**src/hdl/tpd_div.sv**
```systemverilog
// iterative restoring divider, one quotient bit per cycle
module tpd_div (
  input  logic        clk,
  input  logic        rst,
  input  logic        start,
  input  logic [47:0] dividend,
  input  logic [31:0] divisor,
  output logic [47:0] quotient,
  output logic        done
);

  logic [31:0] rem;
  logic [31:0] dvs;
  logic [5:0]  cnt;
  logic        busy;
  logic [32:0] r_sh;

  assign r_sh = {rem, quotient[47]};

  always_ff @(posedge clk) begin
    if (rst) begin
      busy <= 1'b0;
      done <= 1'b0;
    end else begin
      done <= 1'b0;
      if (start && !busy) begin
        busy     <= 1'b1;
        cnt      <= '0;
        rem      <= '0;
        dvs      <= divisor;
        quotient <= dividend;
      end else if (busy) begin
        if (r_sh >= {1'b0, dvs}) begin
          rem      <= 32'(r_sh - {1'b0, dvs});
          quotient <= {quotient[46:0], 1'b1};
        end else begin
          rem      <= r_sh[31:0];
          quotient <= {quotient[46:0], 1'b0};
        end
        cnt <= cnt + 6'd1;
        if (cnt == 6'd47) begin
          busy <= 1'b0;
          done <= 1'b1;
        end
      end
    end
  end

endmodule
```
**config.mk**
```make
export PLATFORM = sky130hd
export DESIGN_NAME = tpd_div
export DESIGN_NICKNAME = d
export VERILOG_FILES = /design/src/hdl/tpd_div.sv
export SDC_FILE = /design/constraint.sdc
export NUM_CORES = 1
export LEC_CHECK = 0
export BUFFER_PORTS_ARGS = -buffer_cell sky130_fd_sc_hd__clkbuf_2
export CAP_MARGIN = 10
export CORE_MARGIN = 2
export CORE_UTILIZATION = 57
export DETAILED_ROUTE_END_ITERATION = 7
export PLACE_DENSITY_LB_ADDON = 0.25
export SKIP_LAST_GASP = 1
export SYNTH_ARGS = -nofsm -noshare
export SYNTH_HDL_FRONTEND = slang
export SYNTH_SLANG_ARGS = --single-unit
```
**constraint.sdc**
```tcl
create_clock -name clk -period 5.04 [get_ports clk]
set_clock_uncertainty 0.1 [all_clocks]
set_input_delay 0.252 -clock clk [delete_from_list [all_inputs] [get_ports clk]]
set_output_delay 0.252 -clock clk [all_outputs]
set_load 0.02 [all_outputs]
```
==> summary.txt <==
STA
  – Final Max Slew Viols: 0
  – WHS: 59.2 ps
  – # setup viols final: 0
  – Period utilisation layout: 0.715
  – Relative slew slack: 0.187
  – Final WS setup: 1440 ps
  – RSZ-0062 raised after global routing: false
  – Hold Fails Final Rpt: 0
  – Actual slew at the worst max-slew pin: 1220 ps
  – Fmax: 278 MHz
  – Post-route setup TNS: 0 ps
  – Min cycle time layout: 3600 ps

Synth
  – Register bit total from synthesis: 120
  – Post-synth EDFFs: 118
  – Synth warnings: 0
  – Sequential fraction of the synthesis area: 0.502
  – Mapped cell area: 7140 µm²
  – Cells after Synth: 733
  – Asr flop ratio synth: 0
  – Post-synth cell types: 76
  – Syn Nets: 850
  – Prevailing post-synth register cell: edfxtp_1
  – Post-synthesis average cell area: 9.74 µm²

Floorplan
  – Die width: 116 µm
  – Initial Util: 0.589
  – IO Pins: 132
  – Rows: 40
  – CORE AREA: 12100 µm²
  – Die Ht: 116 µm
  – Die ar.: 13400 µm²

Placement
  – DP Worst Slack: 1530 ps
  – Post-DP HPWL: 12200 µm
  – Placed insts: 1002
  – I/O Buffers: 131
  – Gp weighted congestion: 0.946

Setup path
  – Critical path's slowest cell: a211oi_1
  – Crit-path cells: inv_1, ha_1, fa_1, nand2b_1, a211oi_1, o31ai_2, a211oi_2, nor2_1, o211ai_1, a21oi_1
  – Largest stage delay, worst path: 610 ps
  – Worst Path Arrival: 3660 ps
  – Critical-path maximum fanout: 6
  – Critical path class: reg -> reg
  – Critical path required time: 5100 ps
  – Startpoint Class: flip-flop
  – Endpoint type of the worst setup path: flip-flop

Global route
  – Initial antenna violation count: 0
  – First-pass GRT wire length: 33700 µm
  – Largest net degree at the start of global routing: 74
  – Gr usage total: 0.328
  – Vias in the first global route: 6851
  – Grt total ovfl: 0

CTS
  – # clock sinks: 120
  – Postcts setup bufs: 0
  – Clock buffer depth: 2
  – Clk slew on worst S/H paths: 60 ps
  – Total CTS buffers: 17
  – Clk root buf: clkbuf_16
  – TritonCTS clock tree: built
  – H-tree depth: 4
  – Clock Latency Late Sink: 430 ps
  – Resize count post-CTS: 0

Drt
  – Drt initial violations: 698
  – DR vias/cell: 6.04
  – Final wirelength: 21000 µm
  – DR vias: 6713
  – Final ANT Viol Nets: 0
  – Residual DRC: 0
  – WL/cell: 18.8 µm
  – First-pass iteration count of the detailed router: 7

Layout
  – Seq. cell area: 3580 µm²
  – Commonest non-fill, non-tap cell in the layout: nand2_1
  – Util after Layout: 0.766
  – N_diodes: 0
  – Most frequent cells in the layout: nand2_1, clkbuf_2, edfxtp_1
  – Area of the multi-input gates: 3240 µm²
  – Fin nets: 1048
  – Layout fillers: 749
  – Ratio of cells with drive above 1 in the final layout: 0.200
  – Layout area overhead: 29.9%
  – Final cell count without fillers: 1112

Pwr
  – Leak Pwr: 4.00 nW
  – Worst VDD drop: 0.330 mV
  – Power Dens Cells: 367 nW/µm²

Run
  – Max cap viols: 0

Worst hold path
  – Hold crit path type: in -> reg

Status
  – Status: complete, no violations
path summary, 6_finish.rpt:
path	startpoint	end	slack (ps)	cells after the start
setup / recovery	quotient[47]	rem[30]	1440	10
hold / removal	dividend[1]	quotient[1]	60	3
setup reg to reg	quotient[47]	rem[30]	1440	10
hold reg to reg	busy	done	460	2
per-layer routing:
layer  global-route usage  wire length (µm)
met1                0.395              8240
met2                0.556             10400
met3               0.0931              1790
met4                0.138               502
met5                    0                 0
registers in the layout, indices dropped and copies added (netlist names):
register and cells:
done 1, busy 1, dvs 32, rem 32, quotient 48, cnt 6
critical path: cells and delay by family, from the launching register on:
kind / cells / cell delay, ps
compound gates: 5 / 1730
fa+ha+maj: 2 / 630
buf+inv: 1 / 60
flops: 1 / 420
simple gates: 2 / 360
Yosys cell counts, drive strengths merged (7+ instances only):
master	instances	share of area
a211oi	13	0.014
o211ai	11	0.014
clkbuf	15	0.0081
nand2	179	0.094
and2	7	0.0061
buf	19	0.018
a21o	12	0.013
o21ai	29	0.022
o21a	9	0.0095
xor2	7	0.0086
xnor2	12	0.015
nand4	7	0.0061
and3	7	0.0061
o22ai	7	0.0061
nor2	35	0.019
edfxtp	118	0.50
nor3	12	0.0098
a21oi	48	0.034
nand3	34	0.025
ha	33	0.058
inv	40	0.021
repair_timing:
action / 4_1_cts / 5_1_grt
endpoints found under the hold margin: 78 / 0
setup endpoints to repair: 0 / 0
hold buffers: 78 / 0
kinds of logic after synthesis:
logic type      after synthesis  synth area share
buf+inv                      74            0.0473
xor+xnor                     19            0.0233
flops                       120             0.502
fa+ha+maj                    34            0.0606
simple gates                310             0.195
compound gates              174             0.168
mux                           2           0.00298
where the power goes:
part	internal, mW	leakage (nW)	switching [mW]
Combinational	0.325	2.56	0.504
Sequential	1.21	1.14	0.0484
Clock	0.831	0.301	0.480
Total	2.37	4.00	1.03
area by class of cell:
type,instances,area share
Inverter,40,0.0162
Multi-Input combinational cell,539,0.349
Clock buffer,18,0.0463
Clock inverter,14,0.0213
Timing Repair Buffer,213,0.158
Sequential cell,120,0.386
Tap cell,168,0.0227
metrics by stage:
| stage | total power, mW | area [µm²] |
|---|---|---|
| floorplan | 1.84 | 7140 |
| global placement | 2.00 | 7870 |
| detailed placement | 2.02 | 7870 |
| CTS | 3.37 | 9280 |
| global route | 3.53 | 9280 |
| finish | 3.40 | 9280 |
No activity file was read; power rests on OpenSTA's default activity.
