--- config.mk ---
export PLATFORM = sky130hd
export DESIGN_NAME = tpd_mac
export DESIGN_NICKNAME = d
export VERILOG_FILES = /design/src/hdl/tpd_pkg.sv /design/src/hdl/tpd_mac.sv
export SDC_FILE = /design/constraint.sdc
export NUM_CORES = 2
export LEC_CHECK = 0
export BUFFER_PORTS_ARGS = -buffer_cell sky130_fd_sc_hd__clkbuf_2
export CAP_MARGIN = 20
export CORE_MARGIN = 2
export CORE_UTILIZATION = 45
export CTS_CLUSTER_SIZE = 24
export DETAILED_ROUTE_END_ITERATION = 8
export GPL_ROUTABILITY_DRIVEN = 0
export HOLD_SLACK_MARGIN = 0.06
export SLEW_MARGIN = 40
export SYNTH_ARGS = -nofsm -noshare
export SYNTH_HDL_FRONTEND = slang
export SYNTH_SLANG_ARGS = --single-unit
--- constraint.sdc ---
create_clock -name clk -period 12.7 [get_ports clk]
set_input_delay 0.635 -clock clk [delete_from_list [all_inputs] [get_ports clk]]
set_output_delay 0.635 -clock clk [all_outputs]
set_load 0.005 [all_outputs]
--- src/hdl/tpd_pkg.sv ---
// shared constants and types of the triangle plane dedup table
package tpd_pkg;

  localparam int TABLE_DEPTH_DEF = 512;
  localparam int OPND_W = 33;
  localparam int ACC_W = 66;
  localparam int TOL_W = 16;
  localparam logic [TOL_W-1:0] TOL_RESET = 16'd26;
  localparam logic [9:0] PLANE_NONE = 10'h3FF;

  typedef struct packed {
    logic                    first;
    logic signed [OPND_W-1:0] a;
    logic signed [OPND_W-1:0] b;
    logic signed [ACC_W-1:0]  bias;
  } mac_req_t;

endpackage

--- src/hdl/tpd_mac.sv ---
// shared multiply-accumulate unit, one product accumulated per cycle
module tpd_mac (
  input  logic                                clk,
  input  tpd_pkg::mac_req_t                   req,
  output logic signed [tpd_pkg::ACC_W-1:0]    acc
);

  logic signed [tpd_pkg::ACC_W-1:0] prod;

  assign prod = req.a * req.b;

  always_ff @(posedge clk) begin
    if (req.first) begin
      acc <= req.bias + prod;
    end else begin
      acc <= acc + prod;
    end
  end

endmodule

==> flow_metrics.env <==
export IMPL_cts_num_sinks=66
export IMPL_timing_slew_headroom=0.441
export IMPL_synth_seq_area_share=0.0298
export IMPL_reg2reg_depth=13
export IMPL_setup_viol=0
export IMPL_start_util=0.452
export IMPL_drv_slew=0
export IMPL_status="completed"
export IMPL_portBuffers=199
export IMPL_cts_resized=0
export IMPL_r2r_start="acc[16]$_DFF_P_"
export IMPL_drv_cap=0
export IMPL_cp_required_ns=12.92
export IMPL_root_buffer="clkbuf_16"
export IMPL_dieArea_um2=101000
export IMPL_max_freq_ghz=0.0878
export IMPL_crit_type="primary input to register"
export IMPL_rows=115
export IMPL_die_x_um=318
export IMPL_start_kind="primary input"
export IMPL_postCtsHoldBufs=0
export IMPL_whs_path_depth=2
export IMPL_min_path_type="register to register"
export IMPL_skew_ns=0.0115
export IMPL_drcViolationCount=0
export IMPL_syn_mean_instance_area_um2=9.16
export IMPL_synth_area_leaders="fa_1, inv_1, ha_1"
export IMPL_grt_pass1_wl_um=206000
export IMPL_largest_reg_flops=66
export IMPL_coreArea_um2=98000
export IMPL_syn_to_final_growth_pct=5.77
export IMPL_cts_setup_buffers=0
export IMPL_netlist_instances=4834
export IMPL_rsz0062_at_grt="no"
export IMPL_dr_pass1_iters=6
export IMPL_cpMostUsedCell="fa_1"
export IMPL_drt_iter0_drc=1871
export IMPL_synth_commonest_cells="fa_1, inv_1, nand2_1"
export IMPL_ys_async_sr_fraction=0
export IMPL_r2r_slack_ns=8.32
export IMPL_timing_rr_end="acc[65]$_DFF_P_"
export IMPL_grt_max_degree=67
export IMPL_drt_wl_total_um=128000
export IMPL_overflow=0
export IMPL_synth_area_um2=44300
export IMPL_h_tree_depth=3
export IMPL_reg_top3="acc (66)"
export IMPL_synth_edf_count=0
export IMPL_nNetsFinal=6436
export IMPL_dp_hpwl_um=108000
export IMPL_clock_path_buffers=2
export IMPL_synth_seq_cells=66
export IMPL_worst_slew_pin_slew_ns=0.839
export IMPL_post_drt_wl_per_cell_um=20.8
export IMPL_ant_nets=0
export IMPL_viasPerCell=5.28
export IMPL_cts_tree="built"
export IMPL_grt_usage=0.265
export IMPL_finalCritPeriodShare=0.897
export IMPL_synth_distinct_cells=73
export IMPL_numCtsBuffers=9
export IMPL_fin_util=0.478
export IMPL_drive_above_1_share=0.0738
export IMPL_via_count=32500
export IMPL_syn_num_nets=6396
export IMPL_critPathMaxStageDelay_ns=0.57
export IMPL_period_needed_ns=11.39
export IMPL_synth_flop_cell="dfxtp_1"
export IMPL_clk_pin_slew_ns=0.06
export IMPL_synth_most_common_cell="fa_1"
export IMPL_ioPinCount=200
export IMPL_synth_top_area_frac=0.518
export IMPL_crit_arrival_ns=11.62
export IMPL_grt_pass1_vias=36600
export IMPL_ys_warnings_count=0
export IMPL_die_h_um=318
export IMPL_startpoint="req[77]"
export IMPL_setup_tns_ns=0
export IMPL_crit_slowest_cell="fa_1"
export IMPL_top_register="acc"
export IMPL_clock_latency_ns=0.34
export IMPL_grt_antenna_before_repair=8
export IMPL_critical_path_endpoint="acc[65]$_DFF_P_"
export IMPL_cp_end_kind="register"
export IMPL_yosys_area_top_type="fa_1"
export IMPL_hold_violations=0
export IMPL_crit_fanout=26
critical path: cells and delay by family:
family / cells / cell delay (ns)
adders and majority gates: 10 / 4.73
AOI/OAI and AO/OA: 13 / 3.44
and+or+nand+nor: 5 / 1.28
buffers and inverters: 6 / 1.07
xor gates and xnor gates: 2 / 0.43
per-layer routing:
metal  global-route usage  share of wire
met5                    0        0.00044
met4                0.116          0.055
met3               0.0279          0.047
met2                0.480           0.51
met1                0.319           0.38
through the flow:
stage	hold slack [ns]	area (um2)	cells	worst slack, ns
finish	0.596	46900	6168	1.31
detailed placement	0.594	46500	6148	1.01
global placement	0.593	46500	6148	1.16
global route	0.622	46900	6167	0.644
floorplan	0.590	44300	4834	2.29
CTS	0.607	46800	6164	1.33
cell families (layout without fill, tap and decap cells):
| kind of cell | count (synthesis) | count (layout) | share of synthesized area |
|---|---|---|---|
| fa+ha+maj | 1428 | 1428 | 0.597 |
| simple gates | 1373 | 1373 | 0.153 |
| buf+inv | 1356 | 1401 | 0.115 |
| compound gates | 406 | 406 | 0.0597 |
| xor+xnor | 139 | 139 | 0.0278 |
| mux | 66 | 66 | 0.0167 |
| flops | 66 | 66 | 0.0298 |
| other cells | 0 | 2 | 0 |
worst min path at each step:
stage                         from             end  slack [ns]
floorplan           acc[0]$_DFF_P_  acc[0]$_DFF_P_        0.59
global placement    acc[0]$_DFF_P_  acc[0]$_DFF_P_        0.59
detailed placement  acc[0]$_DFF_P_  acc[0]$_DFF_P_        0.59
CTS                 acc[0]$_DFF_P_  acc[0]$_DFF_P_        0.61
global route        acc[0]$_DFF_P_  acc[0]$_DFF_P_        0.62
finish              acc[0]$_DFF_P_  acc[0]$_DFF_P_        0.60
placed cells by master (no fill, tap or decap), types with 7 or more instances in the layout:
master     count
nand4_1       26
nor3_1        13
and3_1        12
dfxtp_1       66
xor2_1        48
mux2_2        65
ha_1         282
a21boi_0       7
clkbuf_2     192
o21bai_1      21
a21o_1        68
inv_1       1120
xnor2_1       90
nand2_1      636
a211oi_1       9
clkbuf_16      9
o211ai_1       8
o21a_1         8
nand3_1       30
nand2b_1      22
nor2b_1       14
or3_1          8
and2_1       522
buf_4         62
o21ai_0       66
nor2_1        72
a21oi_1      144
fa_1        1145
a31oi_1       11
area by class of cell:
| type | instances | area, um2 |
|---|---|---|
| clock buffer | 11 | 233 |
| fill | 9502 | 51100 |
| tap | 1287 | 1610 |
| inverter | 1121 | 4210 |
| multi-input combinational | 3412 | 37900 |
| antenna | 2 | 5.00 |
| timing repair buffer | 264 | 1540 |
| sequential | 66 | 1320 |
| clock inverter | 5 | 55.1 |
Power is left out: the tool's default activity adds up to more than one toggle a clock period on the data nets, which glitch-free logic cannot reach.
