File: config.mk
export PLATFORM = sky130hd
export DESIGN_NAME = tpd_sqrt
export DESIGN_NICKNAME = d
export VERILOG_FILES = /design/src/hdl/tpd_sqrt.sv
export SDC_FILE = /design/constraint.sdc
export NUM_CORES = 1
export LEC_CHECK = 0
export BUFFER_PORTS_ARGS = -buffer_cell sky130_fd_sc_hd__buf_4
export CAP_MARGIN = 20
export CORE_MARGIN = 2
export CORE_UTILIZATION = 45
export DETAILED_ROUTE_END_ITERATION = 12
export GPL_TIMING_DRIVEN = 0
export PLACE_DENSITY_LB_ADDON = 0.3
export SYNTH_ARGS = -nofsm -noshare
export SYNTH_HDL_FRONTEND = slang
export SYNTH_SLANG_ARGS = --single-unit
File: constraint.sdc
create_clock -name clk -period 9 [get_ports clk]
set_clock_uncertainty 0.05 [all_clocks]
set_input_delay 1.8 -clock clk [delete_from_list [all_inputs] [get_ports clk]]
set_output_delay 1.8 -clock clk [all_outputs]
set_load 0.005 [all_outputs]
File: src/hdl/tpd_sqrt.sv
// iterative integer square root, two radicand bits per cycle
module tpd_sqrt (
  input  logic        clk,
  input  logic        rst,
  input  logic        start,
  input  logic [63:0] radicand,
  output logic [31:0] root,
  output logic        done
);

  logic [63:0] x;
  logic [33:0] rem;
  logic [4:0]  cnt;
  logic        busy;
  logic [33:0] rem_sh;
  logic [33:0] trial;

  assign rem_sh = {rem[31:0], x[63:62]};
  assign trial  = {root, 2'b01};

  always_ff @(posedge clk) begin
    if (rst) begin
      busy <= 1'b0;
      done <= 1'b0;
    end else begin
      done <= 1'b0;
      if (start && !busy) begin
        busy <= 1'b1;
        cnt  <= '0;
        x    <= radicand;
        rem  <= '0;
        root <= '0;
      end else if (busy) begin
        x <= {x[61:0], 2'b00};
        if (rem_sh >= trial) begin
          rem  <= rem_sh - trial;
          root <= {root[30:0], 1'b1};
        end else begin
          rem  <= rem_sh;
          root <= {root[30:0], 1'b0};
        end
        cnt <= cnt + 5'd1;
        if (cnt == 5'd31) begin
          busy <= 1'b0;
          done <= 1'b1;
        end
      end
    end
  end

endmodule

==> metrics.txt, run 1 <==
Synth top area share=52.71%; post-synthesis instance area=between 7000 and 8000 um2; Final WS setup=approximately 5.4 ns; worst slew pin tran=0.7744 ns; clock root cell=clkbuf_16; crit start category=input port; Final Cycle Share=39.97%; H-Tree Depth=4; Synth Flop Type=edfxtp_1; Final Hold Viols=0; Final Core Density=~56%; nets@finish=between 900 and 1000; Pleak=a little under 4 nW; # diodes=0; WL final=~16 mm; Core ar.=16520 um2; max-capacitance violation count=0; crit path kind=in2reg; die area=17890 um2; Final Slew Violations=0; min Tclk post-route=roughly 3.6 ns; Clk Latency, worst-skew pair=approximately 0.42 ns; fill cell count=1440; largest net degree at the start of global routing=30; CTS tree=built; Seq/Total Area, Yosys=53.24%; CTS buffer count=17; Initial DRC Count=380; async set or reset register ratio after synthesis=0%; area grow syn2layout=22.21%; worst-path fanout max=10; WP data required=roughly 9.1 ns; Finished Layout Cells=1109; dpl cells=approximately 1100; WP data arrival=3.70 ns; drt drc=0; vias post-DR=roughly 5700; Worst Hold Class=reg2reg; hpwl dp=about 12 mm; Routed Antenna Nets=0; FMAX=~0.28 GHz; Rows=47; grt total ovfl=0; synthesized net count=~860; routed length per instance=roughly 15 um; clock slew at reported path FFs=about 0.06 ns; Initial Utilization=between 40% and 50%; top post-synthesis cells by area=edfxtp_1, nand2_1, ha_1; layout cells sized above 1=18.67%; setup bufs post-CTS=0; pre-CTS WS=4.929 ns; CP Capture Type=flip-flop; Die W=around 130 um; number of port buffers=99; PwrDens=between 200 and 250 nW/um2; Post-Syn Instances=755; Netlist cell types=between 50 and 60; max_slew headroom=48.37%; cell taking the most area after synthesis=edfxtp_1; GP Congestion=between 0.8 and 0.9; vias per std cell=around 5.1; Peak VDD IR=approximately 140 uV; synthesized flop and latch total=135; Final setup viols=0; initial antenna violation count=0; vias in the first global route=5660; Yosys warnings=0; RSZ-0062 raised after global routing=no; I/O Pins=100; Detailed Routing Iterations Pass 1=5; Mean Syn Cell Area=around 10 um2; CTS resizes=0; CTS max path bufs=2; die height=around 130 um; first-pass GRT wire length=roughly 28 mm; status=completed; CTS hold repair buffers=0; EDFF count, synth=roughly 130; Global Route Usage Sum=around a fifth; clock sinks=135
-- critical path, cell delays in order --
cell	delay [ns]
buf_4	0.09
nor2b_1	0.12
clkbuf_1	0.45
clkbuf_1	0.65
clkbuf_1	0.49
nor2_1	0.10
-- layout make-up --
cell class              instances  area (um2)  area share (%)
multi-input cells             541        3194           34.50
flip-flops and latches        135        4034           43.56
clock buffers                  18       429.2           4.635
repair buffers                103       823.3           8.891
plain buffers                  37       198.9           2.148
well taps                     220       275.3           2.973
inverters                      42       157.7           1.702
clock inverters                13       147.6           1.594
-- path summary, 6_finish.rpt --
check	to	cells past startpoint	slack, ns	from
setup / recovery	root[4]	6	5.40	start
hold / removal	done	2	0.46	busy
setup reg to reg	rem[26]	11	5.72	rem[11]
hold reg to reg	done	2	0.46	busy
-- where the power goes --
part	total (mW)	switching, mW	internal, mW
clock	0.688	0.278	0.410
sequential	0.792	0.0240	0.768
combinational	0.502	0.285	0.216
total	1.98	0.588	1.39
-- sequential cells by signal (all words and copies together) (netlist names) --
register and count:
x 64, rem 32, root 32, busy 1, cnt 5, done 1
-- Yosys cell counts, types with 7 or more instances --
master	number
a211oi_2	7
clkbuf_1	27
edfxtp_1	133
xnor2_1	19
inv_1	42
nand3_1	13
xor2_1	11
nor2_1	76
o21ai_0	20
mux2i_1	21
ha_1	36
a21o_1	10
a21oi_1	26
nand2_1	205
-- placed cells by master, fill, tap and decap left out, types with 5 or more instances in the layout --
master | Yosys | layout
nand2_1 | 205 | 205
edfxtp_1 | 133 | 133
buf_4 | 1 | 100
nor2_1 | 76 | 75
inv_1 | 42 | 42
ha_1 | 36 | 36
clkbuf_1 | 27 | 28
a21oi_1 | 26 | 26
mux2i_1 | 21 | 21
o21ai_0 | 20 | 20
xnor2_1 | 19 | 19
clkbuf_16 | 0 | 17
nand3_1 | 13 | 13
xor2_1 | 11 | 11
a21o_1 | 10 | 10
a211oi_2 | 7 | 7
and2_1 | 6 | 6
o21bai_1 | 6 | 6
nand4_1 | 6 | 6
o22ai_1 | 6 | 6
buf_12 | 2 | 6
o211ai_1 | 5 | 5
or3_1 | 5 | 5
nor3_1 | 5 | 5
clkinv_4 | 0 | 5
-- per-stage QoR --
stage,power [mW],instance area [um2],setup TNS (ns),hold slack [ns]
after floorplan,1.173,7577,0,0.3955
after CTS,1.994,9260,0,0.4553
after detailed placement,1.303,8683,0,0.4379
after global placement,1.300,8596,-240.18,0.4239
final,1.982,9260,0,0.4611
after global routing,2.085,9260,0,0.4806
-- per-layer routing --
metal / track usage [%] / vias up / wire length, um
li1: - / 2876 / -
met1: 25.67 / 2687 / 7423
met2: 31.23 / 129 / 7769
met3: 6.545 / 19 / 1072
met4: 5.674 / 0 / 177
met5: 0 / - / 0
-- logic make-up (layout without fill, tap and decap cells) --
family | count (synthesis) | after routing | synth area share (%)
adders and majority gates | 36 | 36 | 5.944
xor gates and xnor gates | 30 | 30 | 3.468
buffers and inverters | 79 | 213 | 4.706
muxes | 21 | 21 | 2.774
and+or+nand+nor | 339 | 339 | 18.76
DFF | 135 | 135 | 53.24
AOI/OAI and AO/OA | 115 | 115 | 11.11
(Power assumes the default switching activity.)
==> inputs of run 2 (changes only) <==
==> constraint.sdc (replaced) <==
create_clock -name clk -period 3.35 [get_ports clk]
set_clock_uncertainty 0.05 [all_clocks]
set_input_delay 0.67 -clock clk [delete_from_list [all_inputs] [get_ports clk]]
set_output_delay 0.67 -clock clk [all_outputs]
set_load 0.005 [all_outputs]
==> run 2 against run 1 <==
  * Hold slack got worse by 0.069 ns
  * Global-route usage decreased by 0.19 points
  * Routed wire length is essentially flat
  * Utilization increased by 0.25 points
  * Clock-buffer cell count decreased by 1
  * Clock power grew to 2.7 times the previous value
  * Non-clock buffer count grew 1
  * Cell count about the same
  * Via count decreased by 0.25%
  * Die area unchanged
  * Sequential power rose to 2.7 times the previous value
  * Critical endpoint is now rem[26]
==> metrics.txt, run 2 (synthesized netlist as in run 1, its figures left out) <==
status=completed (unchanged); WP data required=3.44 ns (was 9.11 ns); Pleak=3.978 nW (was 3.975 nW); worst slew pin tran=0.7315 ns (was 0.7744 ns); max_slew headroom=51.23% (was 48.37%); Initial Utilization=45.85% (unchanged); Worst Hold Class=in2reg (was reg2reg); PwrDens=572.8 nW/um2 (was 214.0 nW/um2); Final Core Density=56.29% (was 56.04%); clock sinks=135 (unchanged); Final Hold Viols=0 (unchanged); Detailed Routing Iterations Pass 1=6 (was 5); register bank with the most flops=x (unchanged); routed length per instance=14.82 um (was 14.83 um); layout cells sized above 1=18.99% (was 18.67%); Global Route Usage Sum=19.44% (was 19.63%); max FFs per register=64 (unchanged); RSZ-0062 raised after global routing=no (unchanged); min Tclk post-route=3.182 ns; FMAX=approximately 0.31 GHz; largest net degree at the start of global routing=35 (was 30); fill cell count=1446 (was 1440); CTS max path bufs=2 (unchanged); H-Tree Depth=4 (unchanged); number of port buffers=99 (unchanged); Die W=133.8 um (unchanged); die height=133.8 um (unchanged); max-capacitance violation count=0 (unchanged); nets@finish=981 (was 980); CTS buffer count=17 (unchanged); vias in the first global route=5769 (was 5660); vias per std cell=5.132 (was 5.150); drt drc=0 (unchanged); hpwl dp=12.04 mm (was 11.83 mm); Final setup viols=0 (unchanged); crit start category=flip-flop (was input port); Peak VDD IR=387.6 uV (was 142.7 uV); grt total ovfl=0 (unchanged); worst-path fanout max=10 (unchanged); crit path kind=reg2reg (was in2reg); CTS hold repair buffers=0 (unchanged); CTS tree=built (unchanged); Initial DRC Count=316 (was 380); GP Congestion=0.8681 (was 0.8813); initial antenna violation count=0 (unchanged); WP data arrival=3.27 ns (was 3.70 ns); commonest non-fill, non-tap cell in the layout=nand2_1 (unchanged); die area=17890 um2 (unchanged); reg2reg setup slack=0.17 ns (was 5.72 ns); clock root cell=clkbuf_16 (unchanged); Final Slew Violations=0 (unchanged); WL final=16.45 mm (was 16.44 mm); vias post-DR=5697 (was 5711); # diodes=0 (unchanged); final hold slack=0.3920 ns (was 0.4611 ns); final setup TNS=0 ns (unchanged); I/O Pins=100 (unchanged); Final Cycle Share=a little over nine tenths; biggest regs=x: 64 flops, rem: 32 flops, root: 32 flops (unchanged); area grow syn2layout=22.75% (was 22.21%); Rows=47 (unchanged); CP Capture Type=flip-flop (unchanged); Clk Latency, worst-skew pair=0.41 ns (was 0.42 ns); Routed Antenna Nets=0 (unchanged); clock slew at reported path FFs=0.06 ns (about the same); first-pass GRT wire length=27.71 mm (was 27.83 mm); most frequent cells in the layout=nand2_1, edfxtp_1, buf_4 (unchanged); Core ar.=16520 um2 (unchanged)
## run 2: per-layer routing
metal	vias up	GRT usage, %	part of all wire (%)
met3	18	5.327	6.1
li1	2868	-	-
met4	0	5.910	1.1
met1	2675	25.87	46
met2	136	31.14	47
met5	-	0	0
## run 2: area by class of cell
| class | count | area, um2 | area share, % |
|---|---|---|---|
| inverters | 42 | 157.7 | 1.695 |
| well taps | 220 | 275.3 | 2.959 |
| flip-flops and latches | 135 | 4034 | 43.37 |
| clock inverters | 14 | 151.4 | 1.628 |
| plain buffers | 37 | 198.9 | 2.139 |
| repair buffers | 104 | 858.3 | 9.228 |
| clock buffers | 17 | 425.4 | 4.574 |
| multi-input cells | 541 | 3201 | 34.41 |
## run 2: what timing repair did
item | 4_1_cts | 5_1_grt
endpoints found under the setup margin | 0 | 12
buffers inserted | 0 | 0
gates resized for setup | 0 | 1
## run 2: report_power, final
group | leakage (nW) | internal (mW) | switching, mW
clock | 0.268 | 1.10 | 0.748
sequential | 1.31 | 2.06 | 0.0655
combinational | 2.40 | 0.586 | 0.769
## run 2: path summary, 6_finish.rpt
check,from,end,cells after the start
worst max-delay path,rem[19],rem[26],11
worst min register to register,busy,done,2
worst max register to register,rem[19],rem[26],11
worst min-delay path,rst,done,2
## run 2: metrics by stage
step | setup WS, ns | cells | power (mW) | instance area, um2
6_report | 0.1684 | 1110 | 5.328 | 9301
5_1_grt | 0.01245 | 1110 | 5.604 | 9301
4_1_cts | 0.09059 | 1110 | 5.351 | 9295
3_5_place_dp | 0.1393 | 1079 | 3.508 | 8718
3_3_place_gp | -0.7633 | 1074 | 3.472 | 8603
2_1_floorplan | 0.1997 | 755 | 3.139 | 7585
## run 2: worst max-delay path: stages (launching register included)
cell,delay (ns)
edfxtp_1,0.43
ha_1,0.29
buf_2,0.18
a21oi_2,0.22
o21ai_0,0.20
a211o_1,0.28
o31a_4,0.32
a211oi_4,0.38
nor2_8,0.10
buf_12,0.18
mux2i_1,0.21
nor2_1,0.07
